**config.mk**
```make
export PLATFORM = sky130hd
export DESIGN_NAME = cfau_front
export DESIGN_NICKNAME = d
export VERILOG_FILES = /design/src/rtl/core/cfa_unwind_rule_interpreter_core_assert.svh /design/src/rtl/core/cfau_pkg.sv /design/src/rtl/core/cfau_front.sv
export SDC_FILE = /design/constraint.sdc
export NUM_CORES = 2
export LEC_CHECK = 0
export ABC_AREA = 1
export BUFFER_PORTS_ARGS = -buffer_cell sky130_fd_sc_hd__buf_2
export CAP_MARGIN = 20
export CORE_ASPECT_RATIO = 0.8
export CORE_MARGIN = 4
export CORE_UTILIZATION = 60
export DETAILED_ROUTE_END_ITERATION = 6
export PLACE_DENSITY = 0.8
export REMOVE_ABC_BUFFERS = 1
export SLEW_MARGIN = 20
export SYNTH_ARGS = -nofsm -noshare
export SYNTH_HDL_FRONTEND = slang
export SYNTH_SLANG_ARGS = --single-unit
```
**constraint.sdc**
```tcl
create_clock -name vclk -period 16.42
set_input_delay 0.821 -clock vclk [all_inputs]
set_output_delay 0.821 -clock vclk [all_outputs]
set_load 0.02 [all_outputs]
```
**src/rtl/core/cfa_unwind_rule_interpreter_core_assert.svh**
```systemverilog
// Assertion macros for the interpreter RTL.
`ifndef CFA_UNWIND_RULE_INTERPRETER_CORE_ASSERT_SVH
`define CFA_UNWIND_RULE_INTERPRETER_CORE_ASSERT_SVH

// Checked on every clock edge outside reset.
`define CFAU_ASSERT(label, prop, msg) \
  label: assert property (@(posedge clk) disable iff (rst) prop) else $error(msg);

// Checked on every clock edge, reset included.
`define CFAU_ASSERT_ALWAYS(label, prop, msg) \
  label: assert property (@(posedge clk) prop) else $error(msg);

`endif

```
**src/rtl/core/cfau_pkg.sv**
```systemverilog
package cfau_pkg;

  // field widths
  localparam int REG_W   = 6;
  localparam int OPND_W  = 32;
  localparam int LOC_W   = 64;
  localparam int OFF_W   = 48;
  localparam int CODE_W  = 16;
  localparam int DATA_W  = 16;
  localparam int CMD_W   = 3;
  localparam int STAT_W  = 3;
  localparam int CFG_IDX_W  = 3;
  localparam int CFG_DATA_W = 64;

  // default table size
  localparam int NUM_REGS_DEF = 64;

  // decoded request queue depth
  localparam int Q_DEPTH = 2;

  // command codes
  localparam logic [CMD_W-1:0] CMD_BEGIN     = 3'd0;
  localparam logic [CMD_W-1:0] CMD_NOP       = 3'd1;
  localparam logic [CMD_W-1:0] CMD_ADVANCE   = 3'd2;
  localparam logic [CMD_W-1:0] CMD_OFFSET    = 3'd3;
  localparam logic [CMD_W-1:0] CMD_DEF_CFA   = 3'd4;
  localparam logic [CMD_W-1:0] CMD_CFA_OFF   = 3'd5;
  localparam logic [CMD_W-1:0] CMD_CFA_REG   = 3'd6;
  localparam logic [CMD_W-1:0] CMD_UNHANDLED = 3'd7;

  // status codes
  localparam logic [STAT_W-1:0] ST_APPLIED   = 3'd0;
  localparam logic [STAT_W-1:0] ST_IGNORED   = 3'd1;
  localparam logic [STAT_W-1:0] ST_STOPPED   = 3'd2;
  localparam logic [STAT_W-1:0] ST_UNHANDLED = 3'd3;
  localparam logic [STAT_W-1:0] ST_NOCFA     = 3'd4;

  // configuration register indexes
  localparam logic [CFG_IDX_W-1:0] CFG_TARGET_PC   = 3'd0;
  localparam logic [CFG_IDX_W-1:0] CFG_RANGE_START = 3'd1;
  localparam logic [CFG_IDX_W-1:0] CFG_CODE_ALIGN  = 3'd2;
  localparam logic [CFG_IDX_W-1:0] CFG_DATA_ALIGN  = 3'd3;
  localparam logic [CFG_IDX_W-1:0] CFG_RET_COLUMN  = 3'd4;

  // configuration reset values
  localparam logic [LOC_W-1:0]         TARGET_PC_RST   = '0;
  localparam logic [LOC_W-1:0]         RANGE_START_RST = '0;
  localparam logic [CODE_W-1:0]        CODE_ALIGN_RST  = 16'd1;
  localparam logic signed [DATA_W-1:0] DATA_ALIGN_RST  = -16'sd8;
  localparam logic [REG_W-1:0]         RET_COLUMN_RST  = 6'd16;

  typedef struct packed {
    logic [CMD_W-1:0]  cmd;
    logic [REG_W-1:0]  reg_num;
    logic [OPND_W-1:0] operand;
  } in_item_t;

  typedef struct packed {
    logic [STAT_W-1:0]       status;
    logic [LOC_W-1:0]        location;
    logic                    cfa_defined;
    logic [REG_W-1:0]        cfa_base_reg;
    logic [OPND_W-1:0]       cfa_off;
    logic                    rule_present;
    logic signed [OFF_W-1:0] rule_off;
    logic                    rule_is_return;
  } out_item_t;

  // decoded request handed from front to back
  typedef struct packed {
    logic [CMD_W-1:0]  cmd;
    logic [REG_W-1:0]  reg_num;
    logic [OPND_W-1:0] operand;
    logic [OFF_W-1:0]  adv_delta;   // operand * code_align
    logic [OFF_W-1:0]  scaled_off;  // operand * data_align, 48-bit two's complement
    logic              in_table;
    logic              is_return;
  } dec_req_t;

  // queue occupancy flags
  typedef struct packed {
    logic empty;
    logic full;
  } q_stat_t;

endpackage

```
**src/rtl/core/cfau_front.sv**
```systemverilog
module cfau_front import cfau_pkg::*; #(
  parameter int NUM_REGS = NUM_REGS_DEF
) (
  input  logic                     rst,
  input  logic                     in_valid,
  output logic                     in_ready,
  input  in_item_t                 in_data,
  input  logic [CODE_W-1:0]        code_align,
  input  logic signed [DATA_W-1:0] data_align,
  input  logic [REG_W-1:0]         return_column,
  input  q_stat_t                  q_stat,
  output logic                     push,
  output dec_req_t                 push_req
);

  localparam logic [REG_W:0] NumRegsV = (REG_W+1)'(NUM_REGS);

  logic signed [OFF_W:0] scaled_prod;
  logic [OFF_W-1:0]      delta_prod;

  // scale operands by the alignment factors
  assign scaled_prod = (OFF_W+1)'($signed({1'b0, in_data.operand})) *
                       (OFF_W+1)'(data_align);
  assign delta_prod  = OFF_W'(in_data.operand) * OFF_W'(code_align);

  // accept whenever the queue has room and reset is low
  assign in_ready = !q_stat.full && !rst;
  assign push     = in_valid && in_ready;

  // classify the request
  always_comb begin
    push_req.cmd        = in_data.cmd;
    push_req.reg_num    = in_data.reg_num;
    push_req.operand    = in_data.operand;
    push_req.adv_delta  = delta_prod;
    push_req.scaled_off = scaled_prod[OFF_W-1:0];
    push_req.in_table   = {1'b0, in_data.reg_num} < NumRegsV;
    push_req.is_return  = in_data.reg_num == return_column;
  end

endmodule

```
# [Word-level counts from Yosys, hierarchy flattened]
# Cells that the tools add are included.
# Widths: inputs -> output; s select.
[op_classes] multipliers=2 n_reduce_logical=4 eq_ne=1
[ops] operator="$mul 32x16->48" n=1
[ops] operator="$mul 33x16->48" n=1
[ops] operator="$eq 6x6->1" n=1
[ops] operator="$logic_and 1x1->1" n=2
[ops] operator="$logic_not 1->1" n=2
[word_totals] output_inout_bits=141 in_bits=83 elab_cells=7 register_bits=0

# [Logic depth before layout (Yosys ltp)]
[logic_depth] depth_word=3 mapped_depth=28 ltp_nobuf=27

# [Worst setup path before layout]
# OpenSTA, ideal clock, no wires.
[synth_path] path_type="input port to output port" from="input port data_align[7]" to="output port push_req[31] in the netlist's numbering" path_buffers=1 t_arrival_ns=5.608 path_slack_ns=9.991 required_time_ns=15.599 stages=21 path_cell_list="clkbuf_1 nand2_1 fa_1 inv_1 fa_1 inv_1 fa_1 inv_1 fa_1 fa_1 inv_1 fa_1 inv_1 ha_1 nand2_2 nor2_2 nand2_1 nor2_1 nand2_1 nand3_1 xor2_1"
[synth_rtl] element="start: declaration" line_no="cfau_front.sv:9" text="input logic signed [DATA_W-1:0] data_align,"
[synth_rtl] element="end: declaration" line_no="cfau_front.sv:13" text="output dec_req_t push_req"

==> impl_metrics.ini <==
[run_status]
status = finished clean

[route]
finalWirelength_um = 90320
dr.pass1.iters = 6
drt_iter0_drc = 2353
wl_per_cell_um = 15.14
vias = 30323
routed_via_density = 5.083
post-route-drc-count = 0
ant_nets = 0

[grt]
grt_max_degree = 35
first_global_vias = 30795
grt_pass1_wl_um = 153600
gr-total-overflow = 0
antenna_found_initial = 0
grtUsageTotal_pct = 28.62

[worst_setup_path]
crit_top_cell = nand2_1
critPathArrivalTime_ns = 6.64
crit_type = in2out
critPathRequiredTime_ns = 15.60
cp_max_fo = 32
cp_slowest_stage_delay_ns = 0.59
cp-start-kind = primary input
cpMaxStageDelayCell = buf_2
end_kind = output port

[synth]
yosys.cell_types.count = 33
synth_top_area_share_pct = 45.83
yosysWarnings = 0
syn_area_per_cell_um2 = 7.023
synth_most_common_cell = inv_1
synthTopCellsByArea = fa_1 46%, inv_1 17%, nand2_1 17%, ha_1 9.2%, clkbuf_1 2.0%
synthCells = 5200
synth_area_um2 = 36520
netlist_top_cells_count = 1698 x inv_1, 1678 x nand2_1, 836 x fa_1, 269 x ha_1, 190 x clkbuf_1
ys_seq_area_share_pct = 0
yosysTopAreaCell = fa_1

[final_layout]
clock_buffer_count = 0
fin_util_pct = 62.66
drive_gt1_share_pct = 6.075
area_growth_pct = 2.867
design.seq.count = 0
nets = 6375
regArea_um2 = 0

[floorplan]
num_rows = 80
fp.dieH_um = 228.7
die-area_um2 = 64900
die_w_um = 283.8
core_um2 = 59960
start_util_pct = 60.91
ioPinCount = 224

[run]
max_cap_viol_count = 0

[timing]
finalHoldViolations = 0
final.period_utilization_pct = 45.46
finalSetupViolations = 0
report.final.slew_viol_count = 0
fin_crit_ns = 7.464
tightest_slew_ns = 1.016
fmax_mhz = 134.0
max_slew_margin_pct = 32.29
rsz0062_at_grt = false
finalSetupTns_ns = 0

[clock_network]
hold_buffers = 0
ctsResizeCount = 0
cts_setup_buffers = 0

[hold_path]
min_from = in_data[38]
hold_path_class = in2out
holdPathEnd = push_req[136]
min_path_cells = 0

[placed_design]
place_hpwl_um = 72650
gp_congestion = 1.003
io_buffers = 216
[cell families after synthesis]
| family | after synthesis | share of synthesized area (%) |
|---|---|---|
| simple gates | 2009 | 21.88 |
| buf+inv | 1944 | 20.41 |
| fa+ha+maj | 1105 | 55.04 |
| compound gates | 83 | 1.264 |
| xor+xnor | 58 | 1.391 |
| other cells | 1 | 0.01027 |
[stage by stage]
step	worst slack [ns]	hold slack [ns]	cell area, um2	std cells
after floorplan	9.932	1.642	35490	4966
after global placement	9.051	1.642	37560	5964
after detailed placement	9.044	1.642	37560	5964
after CTS	9.001	1.642	37560	5964
after global routing	8.659	1.642	37560	5964
final	8.956	1.642	37570	5966
[worst max-delay path: cells and delay by family]
kind,cells,cell delay [ns]
simple gates,10,1.21
fa+ha+maj,7,3.45
buf+inv,8,1.10
[how the worst max path moves through the flow]
stage / startpoint / end / slack, ns / cells after the start
floorplan: data_align[15] / push_req[25] / 9.93 / 19
global placement: data_align[7] / push_req[40] / 9.05 / 25
detailed placement: data_align[7] / push_req[40] / 9.04 / 25
CTS: data_align[7] / push_req[40] / 9.00 / 25
global route: data_align[1] / push_req[49] / 8.66 / 25
finish: data_align[7] / push_req[40] / 8.96 / 25
[metal layers]
layer  global-route usage (%)  part of all wire, %  up-vias
met5                        0                    0        -
met4                    4.425                  1.5        0
met3                    3.878                  8.9      118
met2                    46.31                   46     1214
met1                    42.37                   44    14838
li1                         -                    -    14153
[cell type report]
type | instances | area (um2)
Multi-Input combinational cell | 3256 | 29070
Fill cell | 5329 | 22390
Antenna cell | 2 | 5.005
Timing Repair Buffer | 219 | 1104
Inverter | 1710 | 6419
Tap cell | 779 | 974.7
[cell usage in the layout (no fill, tap or decap), types with 2 or more instances in the layout]
| master | count |
|---|---|
| inv_1 | 1698 |
| xor2_1 | 45 |
| ha_1 | 269 |
| buf_4 | 3 |
| nand3_1 | 67 |
| nand3_2 | 16 |
| nor2_4 | 6 |
| nand2_1 | 1678 |
| a31oi_1 | 7 |
| and2_1 | 3 |
| a21oi_1 | 57 |
| nand2_2 | 21 |
| or2_2 | 11 |
| nand4_1 | 10 |
| buf_2 | 216 |
| nand3b_1 | 2 |
| nor4_1 | 5 |
| nor2_2 | 30 |
| o21ai_0 | 2 |
| xnor2_1 | 13 |
| nor2_1 | 152 |
| inv_2 | 12 |
| diode_2 | 2 |
| nor3_1 | 6 |
| o22ai_1 | 2 |
| fa_1 | 836 |
| o21bai_1 | 12 |
