[src/rtl/core/cfa_unwind_rule_interpreter_core_assert.svh]
// Assertion macros for the interpreter RTL.
`ifndef CFA_UNWIND_RULE_INTERPRETER_CORE_ASSERT_SVH
`define CFA_UNWIND_RULE_INTERPRETER_CORE_ASSERT_SVH

// Checked on every clock edge outside reset.
`define CFAU_ASSERT(label, prop, msg) \
  label: assert property (@(posedge clk) disable iff (rst) prop) else $error(msg);

// Checked on every clock edge, reset included.
`define CFAU_ASSERT_ALWAYS(label, prop, msg) \
  label: assert property (@(posedge clk) prop) else $error(msg);

`endif

[src/rtl/core/cfau_pkg.sv]
package cfau_pkg;

  // field widths
  localparam int REG_W   = 6;
  localparam int OPND_W  = 32;
  localparam int LOC_W   = 64;
  localparam int OFF_W   = 48;
  localparam int CODE_W  = 16;
  localparam int DATA_W  = 16;
  localparam int CMD_W   = 3;
  localparam int STAT_W  = 3;
  localparam int CFG_IDX_W  = 3;
  localparam int CFG_DATA_W = 64;

  // default table size
  localparam int NUM_REGS_DEF = 64;

  // decoded request queue depth
  localparam int Q_DEPTH = 2;

  // command codes
  localparam logic [CMD_W-1:0] CMD_BEGIN     = 3'd0;
  localparam logic [CMD_W-1:0] CMD_NOP       = 3'd1;
  localparam logic [CMD_W-1:0] CMD_ADVANCE   = 3'd2;
  localparam logic [CMD_W-1:0] CMD_OFFSET    = 3'd3;
  localparam logic [CMD_W-1:0] CMD_DEF_CFA   = 3'd4;
  localparam logic [CMD_W-1:0] CMD_CFA_OFF   = 3'd5;
  localparam logic [CMD_W-1:0] CMD_CFA_REG   = 3'd6;
  localparam logic [CMD_W-1:0] CMD_UNHANDLED = 3'd7;

  // status codes
  localparam logic [STAT_W-1:0] ST_APPLIED   = 3'd0;
  localparam logic [STAT_W-1:0] ST_IGNORED   = 3'd1;
  localparam logic [STAT_W-1:0] ST_STOPPED   = 3'd2;
  localparam logic [STAT_W-1:0] ST_UNHANDLED = 3'd3;
  localparam logic [STAT_W-1:0] ST_NOCFA     = 3'd4;

  // configuration register indexes
  localparam logic [CFG_IDX_W-1:0] CFG_TARGET_PC   = 3'd0;
  localparam logic [CFG_IDX_W-1:0] CFG_RANGE_START = 3'd1;
  localparam logic [CFG_IDX_W-1:0] CFG_CODE_ALIGN  = 3'd2;
  localparam logic [CFG_IDX_W-1:0] CFG_DATA_ALIGN  = 3'd3;
  localparam logic [CFG_IDX_W-1:0] CFG_RET_COLUMN  = 3'd4;

  // configuration reset values
  localparam logic [LOC_W-1:0]         TARGET_PC_RST   = '0;
  localparam logic [LOC_W-1:0]         RANGE_START_RST = '0;
  localparam logic [CODE_W-1:0]        CODE_ALIGN_RST  = 16'd1;
  localparam logic signed [DATA_W-1:0] DATA_ALIGN_RST  = -16'sd8;
  localparam logic [REG_W-1:0]         RET_COLUMN_RST  = 6'd16;

  typedef struct packed {
    logic [CMD_W-1:0]  cmd;
    logic [REG_W-1:0]  reg_num;
    logic [OPND_W-1:0] operand;
  } in_item_t;

  typedef struct packed {
    logic [STAT_W-1:0]       status;
    logic [LOC_W-1:0]        location;
    logic                    cfa_defined;
    logic [REG_W-1:0]        cfa_base_reg;
    logic [OPND_W-1:0]       cfa_off;
    logic                    rule_present;
    logic signed [OFF_W-1:0] rule_off;
    logic                    rule_is_return;
  } out_item_t;

  // decoded request handed from front to back
  typedef struct packed {
    logic [CMD_W-1:0]  cmd;
    logic [REG_W-1:0]  reg_num;
    logic [OPND_W-1:0] operand;
    logic [OFF_W-1:0]  adv_delta;   // operand * code_align
    logic [OFF_W-1:0]  scaled_off;  // operand * data_align, 48-bit two's complement
    logic              in_table;
    logic              is_return;
  } dec_req_t;

  // queue occupancy flags
  typedef struct packed {
    logic empty;
    logic full;
  } q_stat_t;

endpackage

[src/rtl/core/cfau_queue.sv]
module cfau_queue import cfau_pkg::*; (
  input  logic     clk,
  input  logic     rst,
  input  logic     push,
  input  dec_req_t push_req,
  input  logic     pop,
  output dec_req_t head,
  output q_stat_t  q_stat
);

  localparam int PtrW = (Q_DEPTH > 1) ? $clog2(Q_DEPTH) : 1;
  localparam int CntW = $clog2(Q_DEPTH + 1);
  localparam logic [PtrW-1:0] LastPtr = PtrW'(Q_DEPTH - 1);
  localparam logic [CntW-1:0] FullCnt = CntW'(Q_DEPTH);

  dec_req_t        slots [Q_DEPTH];
  logic [PtrW-1:0] wr_ptr;
  logic [PtrW-1:0] rd_ptr;
  logic [CntW-1:0] count;

  assign head         = slots[rd_ptr];
  assign q_stat.empty = count == '0;
  assign q_stat.full  = count == FullCnt;

  // storage
  always_ff @(posedge clk) begin
    if (push) begin
      slots[wr_ptr] <= push_req;
    end
  end

  // pointers and fill level
  always_ff @(posedge clk) begin
    if (rst) begin
      wr_ptr <= '0;
      rd_ptr <= '0;
      count  <= '0;
    end else begin
      if (push) begin
        wr_ptr <= (wr_ptr == LastPtr) ? '0 : wr_ptr + 1'b1;
      end
      if (pop) begin
        rd_ptr <= (rd_ptr == LastPtr) ? '0 : rd_ptr + 1'b1;
      end
      if (push && !pop) begin
        count <= count + 1'b1;
      end else if (pop && !push) begin
        count <= count - 1'b1;
      end
    end
  end

endmodule

[config.mk]
export PLATFORM = sky130hd
export DESIGN_NAME = cfau_queue
export DESIGN_NICKNAME = d
export VERILOG_FILES = /design/src/rtl/core/cfa_unwind_rule_interpreter_core_assert.svh /design/src/rtl/core/cfau_pkg.sv /design/src/rtl/core/cfau_queue.sv
export SDC_FILE = /design/constraint.sdc
export NUM_CORES = 1
export LEC_CHECK = 0
export ABC_CLOCK_PERIOD_IN_PS = 7650
export BUFFER_PORTS_ARGS = -buffer_cell sky130_fd_sc_hd__buf_2
export CAP_MARGIN = 5
export CORE_ASPECT_RATIO = 0.6
export CORE_MARGIN = 2
export CORE_UTILIZATION = 42
export CTS_CLUSTER_SIZE = 28
export DETAILED_ROUTE_END_ITERATION = 8
export GPL_TIMING_DRIVEN = 1
export PLACE_DENSITY = 0.69
export SYNTH_ARGS = -nofsm -noshare
export SYNTH_HDL_FRONTEND = slang
export SYNTH_SLANG_ARGS = --single-unit
[constraint.sdc]
create_clock -name clk -period 7.65 [get_ports clk]
set_input_delay 1.1475 -clock clk [delete_from_list [all_inputs] [get_ports clk]]
set_output_delay 1.1475 -clock clk [all_outputs]
set_load 0.01 [all_outputs]
# Word level (Yosys, flattened, before mapping)
# Memory sizes are Yosys's and may differ from the RTL's. A register that Yosys moved wholly into a read port is not among the register bits.
# Index checks and enable logic that the tools add are counted.
word_totals:
  mem_bits_rw: 278
  latch_bits: 0
  n_memories: 1
  register_bits: 4
  rom_bits: 0
  input_bits: 143
mem_list:
  columns: ["memory", "words", "width", "read_ports", "rd_ports_with_merged_regs", "write_ports", "line_no", "source"]
  rows:
  - ["slots", 2, 139, 1, 1, 1, "cfau_queue.sv:16", "dec_req_t slots [Q_DEPTH];"]
classes:
  muxes: 8
  n_lt_le_gt_ge: 0
  n_bitwise: 0
  add_sub_neg: 4
  shifts: 0
  n_div: 0
  n_eq_ne: 1
  n_reduce_logical: 6
  multipliers: 0
op_table:
  columns: ["op", "n"]
  rows:
  - ["$mux 1", 6]
  - ["$mux 2", 2]
  - ["$add 1x1->1 const B", 2]
  - ["$add 2x1->2 const B", 1]
  - ["$eq 2x2->1 const B", 1]
  - ["$logic_and 1x1->1", 2]
  - ["$logic_not 1->1", 2]
  - ["$logic_not 2->1", 1]
  - ["$reduce_bool 2->1", 1]
  - ["$sub 2x1->2 const B", 1]

# Longest topological paths before layout
# Gate-level depths: netlist of run 1.
logic_depth:
  ltp_word: 4
  ltp_mapped: 5
  depth_no_buf: 5

# Worst setup path after synthesis of run 1
# No wires, ideal clock.
synth_path:
  path_type: "input to register"
  from: "input push"
  to: "memory slots[0][0] in the netlist's numbering (enable)"
  n_path_buf: 0
  path_slack_ns: -0.171
  cell_stages: 1
  required_ns: 6.994
  t_arrival_ns: 7.166
  cell_sequence: "nor2b_1"
synth_via:
  elab_chain_cells: 2
synth_rtl:
  columns: ["element", "line_no", "source"]
  rows:
  - ["from (decl)", "cfau_queue.sv:4", "input logic push,"]
  - ["$mux 1", "cfau_queue.sv:27", "if (push) begin"]
  - ["$mux 1 (implied by the code)", "cfau_queue.sv:28", "slots[wr_ptr] <= push_req;"]
  - ["to (decl)", "cfau_queue.sv:16", null]
# Every way passes these cells.

==> impl_metrics.ini, run 1 <==
[clock_tree]
clk_path_buf_depth = 3
ctsResizeCount = 0
cts_setup_buffers = 0
ctsHtreeMaxLevel = 1
clock_latency_ns = 0.52
tritoncts = built
ctsHoldBuffers = 0
clockRootBuffer = sky130_fd_sc_hd__clkbuf_16
clock-sinks = 283
clk_pin_slew_ns = 0.06
cts_buffers = 26

[floorplan]
io-pin-count = 284
core_region_area_sq_um = 24100
die_w_microns = 206
num_rows = 44
die-area_sq_um = 25800
die_h_microns = 125
starting_density_pct = 42.6

[final_layout]
num-nets-final = 899
finish.instance_area_sq_um = 12900
mostFrequentLayoutCells = sky130_fd_sc_hd__buf_2 (283), sky130_fd_sc_hd__edfxtp_1 (278), sky130_fd_sc_hd__mux2_2 (139)
final_layout_size_suffix_gt1_share_pct = 60.1
leading_cell_type_in_the_layout_fill_and_taps_excluded = sky130_fd_sc_hd__buf_2
area_delta_synth_final_pct = 25.4

[worst_setup_path]
worstPathMaxFanout = 75
arrival_ns = 3.01
timing_worst_setup_path_type = register to primary output
timing.critical_path.from_type = register
timing.critical_path.slowest_stage_cell = sky130_fd_sc_hd__dfxtp_4
end_kind = primary output
cp_data_required_time_ns = 6.50
timing.critical_path.slowest_cell_delay_ns = 0.93
reg2reg_setup_slack_ns = 5.44
timing.critical_path.cells = buf_4 > mux2_2 > buf_2

[pwr]
power-per-cell-area_nw_per_um2 = 273
switching_share_pct = 21.5
seq_power_share_pct = 52.5
p_int_w = 0.00276
max-vdd-ir-drop_mv = 0.195
pwr-share-clk_pct = 37.5
power.switching_w = 0.000756
power.leakage_nw = 4.79
power.combinational.fraction_pct = 10.0

[placed_design]
placement.io_buffers = 283
placed_cell_area_sq_um = 12000
routabilityCongestion = 0.714
pre_cts_ws_ns = 3.96
dpl.hpwl_microns = 13000

[detailed_routing]
drtAntennaViolNets = 0
firstDrtPassIters = 4
routedWlPerCell_microns = 18.2
routed_via_density = 4.75
first_iteration_detailed_routing_drc_count = 204
remaining_drc_errors = 0
vias = 5221
wirelength_microns = 20000

[sta]
period_needed_ns = 4.15
clock_skew_ns = 0.00673
worst_hold_slack_ns = 0.513
final_hold_violation_count = 0
worst_slew_pin_slew_ns = 1.02
max_freq_mhz = 241
number_of_slew_limit_violations_in_the_final_report = 0
report.final.setup_viol = 0
worst_slew_margin_rel_pct = 32.3
unrepaired_setup_endpoints_after_global_routing = no
fin_tns_setup_ns = 0
final.period_utilization_pct = 54.3
timing.final.ws_setup_ns = 3.50

[logic_synthesis]
synth.cell_area_sq_um = 10300
syn_nets = 598
syn-instance-count = 454
synth_seq_area_share_pct = 82.3
synthesis.yosys.warnings = 0
post_synth_num_cell_types = 16
number_of_register_bits_inferred_by_synthesis = 283
avgSynthCellArea_sq_um = 22.6

[global_routing]
grt_antenna_before_repair = 5
grt_pass1_wl_microns = 29500
grt_pass1_vias = 5295
grt_use_total_pct = 15.0
grt-ovfl-total = 0
grt_start_max_net_pins = 76

[job]
cap_violations = 0

[worst_hold_path]
min-delay-path-class = register to register

[run_status]
run_status = finished clean
[power groups by stage]
| stage | clock network [W] | registers [W] | logic [W] |
|---|---|---|---|
| 6_report | 0.00132 | 0.00185 | 0.000353 |
| 3_3_place_gp | 0 | 0.00188 | 0.000353 |
| 4_1_cts | 0.00136 | 0.00185 | 0.000359 |
| 3_5_place_dp | 0 | 0.00188 | 0.000356 |
| 5_1_grt | 0.00142 | 0.00185 | 0.000382 |
| 2_1_floorplan | 0 | 0.00187 | 0.000216 |
[routing by layer]
metal / vias up / global-route usage, % / share of wire, %
met1: 2561 / 20.3 / 44
met2: 192 / 22.4 / 43
met3: 42 / 6.44 / 11
met4: 6 / 3.57 / 2.1
met5: - / 0 / 0.19
li1: 2420 / - / -
[worst max-delay path: cells and delay by family, from the launching register on]
family | cells | cell delay [ns]
buffers and inverters | 2 | 1.04
flip-flops | 1 | 0.93
multiplexers | 1 | 0.44
[path summary, 6_finish.rpt]
| kind | to | cells after the start | startpoint |
|---|---|---|---|
| hold reg to reg | count[1]$_SDFFE_PP0P_ | 2 | count[1]$_SDFFE_PP0P_ |
| hold / removal | count[1]$_SDFFE_PP0P_ | 2 | count[1]$_SDFFE_PP0P_ |
| setup reg to reg | slots[0][52]$_DFFE_PP_ | 2 | wr_ptr$_SDFFE_PP0P_ |
| setup / recovery | head[3] | 3 | register |
[layout make-up]
cell class	instances	area, sq um
Inverter	1	3.75
Clock buffer	32	694
Tap cell	322	403
Antenna cell	2	5.00
Fill cell	1952	11200
Sequential cell	283	8450
Multi-Input combinational cell	155	1680
Clock inverter	16	185
Timing Repair Buffer	288	1450
[synthesized netlist by cell type, drive strengths merged]
| cell | instances | area [sq um] |
|---|---|---|
| o21ai | 1 | 5.00 |
| xor2 | 2 | 17.5 |
| and2 | 1 | 6.26 |
| a21oi | 1 | 5.00 |
| mux2 | 139 | 1570 |
| ha | 1 | 12.5 |
| nor2b | 2 | 12.5 |
| buf | 15 | 149 |
| inv | 1 | 3.75 |
| edfxtp | 278 | 8350 |
| dfxtp | 5 | 100 |
| nor2 | 5 | 18.8 |
| or3 | 1 | 6.26 |
| xnor2 | 2 | 17.5 |
[sequential cells by signal, indices dropped and copies added, names as in the netlist, named ones only]
| register | flops |
|---|---|
| slots | 278 |
| count | 2 |
| rd_ptr | 1 |
| wr_ptr | 1 |
[cells by family after synthesis]
logic type	share of synthesized area, %
buffers and inverters	1.49
AO/OA/AOI/OAI	0.0974
XOR/XNOR	0.341
flip-flops	82.3
AND/OR/NAND/NOR	0.427
adder cells (fa/ha/maj)	0.122
multiplexers	15.2
[stage by stage]
step	power [W]	cells	util [%]
finish	0.00352	1099	53.4
CTS	0.00357	1097	53.4
global placement	0.00223	1049	49.7
floorplan	0.00208	454	-
global route	0.00365	1097	53.4
detailed placement	0.00224	1049	49.7
(Power assumes the default switching activity.)
==> run 2: changes to the inputs <==
- ABC_CLOCK_PERIOD_IN_PS: 7650 -> 3900
- PLACE_DENSITY: 0.69 -> 0.66
- clock period: 7.65 -> 3.9 ns (I/O delays scaled with it)
==> run 2 against run 1 <==
Register-to-register slack got worse by 3.6 ns. Critical path depth unchanged. Cell area increased by 0.37%. Hold slack got worse by 0.27 ns. Die area unchanged. First-iteration DRC count increased by 15%. Setup slack got worse by 2.5 ns. Clock skew increased by 0.0036 ns. Critical endpoint is now head[60].
==> impl_metrics.ini, run 2 (synthesis results as in run 1) <==
[detailed_routing]
drtAntennaViolNets = 0
routed_via_density = 4.78
firstDrtPassIters = 4
routedWlPerCell_microns = 18.8
vias = 5273
wirelength_microns = 20700
remaining_drc_errors = 0
first_iteration_detailed_routing_drc_count = 235

[sta]
report.final.setup_viol = 0
clock_skew_ns = 0.0104
final.period_utilization_pct = 74.0
period_needed_ns = 2.89
max_freq_mhz = 346
worst_slew_pin_slew_ns = 0.933
worst_slew_margin_rel_pct = 37.8
final_hold_violation_count = 0
unrepaired_setup_endpoints_after_global_routing = no
fin_tns_setup_ns = 0
number_of_slew_limit_violations_in_the_final_report = 0
timing.final.ws_setup_ns = 1.01

[worst_setup_path]
timing.critical_path.from_type = register
timing.critical_path.slowest_cell_delay_ns = 0.74
critical_path_buf_inv_count = 2
timing_worst_setup_path_type = register to primary output
arrival_ns = 2.30
timing.critical_path.cells = buf_4 > mux2_2 > buf_2
timing.critical_path.slowest_stage_cell = sky130_fd_sc_hd__dfxtp_4
critPathTopFamily = flip-flops
end_kind = primary output
cp_data_required_time_ns = 3.31
worstPathMaxFanout = 45

[pwr]
power-per-cell-area_nw_per_um2 = 535
power.combinational.fraction_pct = 10.3
p_int_w = 0.00542
power.switching_w = 0.00150
total_power_w = 0.00691
power.leakage_nw = 4.81
max-vdd-ir-drop_mv = 0.388
seq_power_share_pct = 52.3
pwr-share-clk_pct = 37.5
switching_share_pct = 21.7

[final_layout]
area_delta_synth_final_pct = 25.8
num-nets-final = 902
largest_register_ffs = 278
largest_registers = slots: 278 flops, count: 2 flops
seq_area_sq_um = 8450
final_core_utilization_pct = 53.6
filler_cell_count = 1925
finish.instance_area_sq_um = 12900
final_layout_size_suffix_gt1_share_pct = 60.3
mostFrequentLayoutCells = sky130_fd_sc_hd__buf_2 (283), sky130_fd_sc_hd__edfxtp_1 (278), sky130_fd_sc_hd__mux2_2 (139)
multiInputGateArea_sq_um = 1680
leading_cell_type_in_the_layout_fill_and_taps_excluded = sky130_fd_sc_hd__buf_2
registers.top_by_ff_count = slots

[global_routing]
grt_antenna_before_repair = 3
grt_pass1_wl_microns = 30800
grt_pass1_vias = 5615
grt-ovfl-total = 0
grt_start_max_net_pins = 64
grt_use_total_pct = 15.5

[clock_tree]
clk_pin_slew_ns = 0.06
cts_buffers = 27
ctsHoldBuffers = 0
tritoncts = built
ctsResizeCount = 0
clock_latency_ns = 0.53
clockRootBuffer = sky130_fd_sc_hd__clkbuf_16
cts_setup_buffers = 0
clock-sinks = 283
ctsHtreeMaxLevel = 1
clk_path_buf_depth = 3

[placed_design]
placement.io_buffers = 283
dpl.hpwl_microns = 14000
placed_cell_area_sq_um = 12000
pre_cts_ws_ns = 1.52
routabilityCongestion = 0.823

[worst_hold_path]
min-delay-path-class = primary input to register

[floorplan]
die_h_microns = 125
num_rows = 44
io-pin-count = 284
core_region_area_sq_um = 24100
die-area_sq_um = 25800
starting_density_pct = 42.6
die_w_microns = 206

[job]
cap_violations = 0

[run_status]
run_status = finished clean
[run 2: changes by cell type in the layout (fill, tap and decap cells not counted)]
| cell | change |
|---|---|
| sky130_fd_sc_hd__clkinv_4 | -2 |
| sky130_fd_sc_hd__buf_12 | +2 |
| sky130_fd_sc_hd__clkinv_2 | +1 |
| sky130_fd_sc_hd__clkbuf_1 | -1 |
| sky130_fd_sc_hd__clkinv_1 | +1 |
| sky130_fd_sc_hd__diode_2 | +2 |
| sky130_fd_sc_hd__clkinvlp_4 | +2 |
[run 2: stage by stage]
step | hold WS [ns] | cells
final | 0.244 | 1104
after detailed placement | 0.511 | 1051
after global placement | 0.478 | 1051
after global routing | 0.211 | 1100
after floorplan | 0.461 | 454
after CTS | 0.213 | 1100
[run 2: power groups by stage]
stage | combinational, W | clock, W | sequential, W
CTS | 0.000721 | 0.00266 | 0.00362
detailed placement | 0.000716 | 0 | 0.00368
finish | 0.000710 | 0.00259 | 0.00361
global route | 0.000768 | 0.00278 | 0.00363
global placement | 0.000697 | 0 | 0.00367
floorplan | 0.000425 | 0 | 0.00365
[run 2: metal layers]
metal  part of all wire [%]  track usage [%]  vias up
met5                  0.063                0        -
met4                    1.8             3.19        2
met3                     10             6.41       35
met2                     46             24.8      196
met1                     42             20.1     2613
li1                       -                -     2427
[run 2: final timing paths]
check	start	to	slack (ns)	depth (start not counted)
worst max register to register	wr_ptr$_SDFFE_PP0P_	slots[1][64]$_DFFE_PP_	1.85	2
worst min register to register	count[1]$_SDFFE_PP0P_	count[1]$_SDFFE_PP0P_	0.52	2
worst max-delay path	register	head[60]	1.01	3
worst min-delay path	push_req[81]	slots[0][81]$_DFFE_PP_	0.24	1
[run 2: area by class of cell]
cell class | instances | area share, %
Antenna cell | 4 | 0.0775
Clock buffer | 31 | 5.35
Clock inverter | 18 | 1.48
Inverter | 1 | 0.0291
Multi-Input combinational cell | 155 | 13.0
Sequential cell | 283 | 65.4
Tap cell | 322 | 3.12
Timing Repair Buffer | 290 | 11.6
[run 2: worst reg2reg max path: cells and delay by family (launching register included)]
family / cells / cell delay, ns
buffers and inverters: 1 / 0.52
and+or+nand+nor: 1 / 0.78
DFF: 1 / 0.41
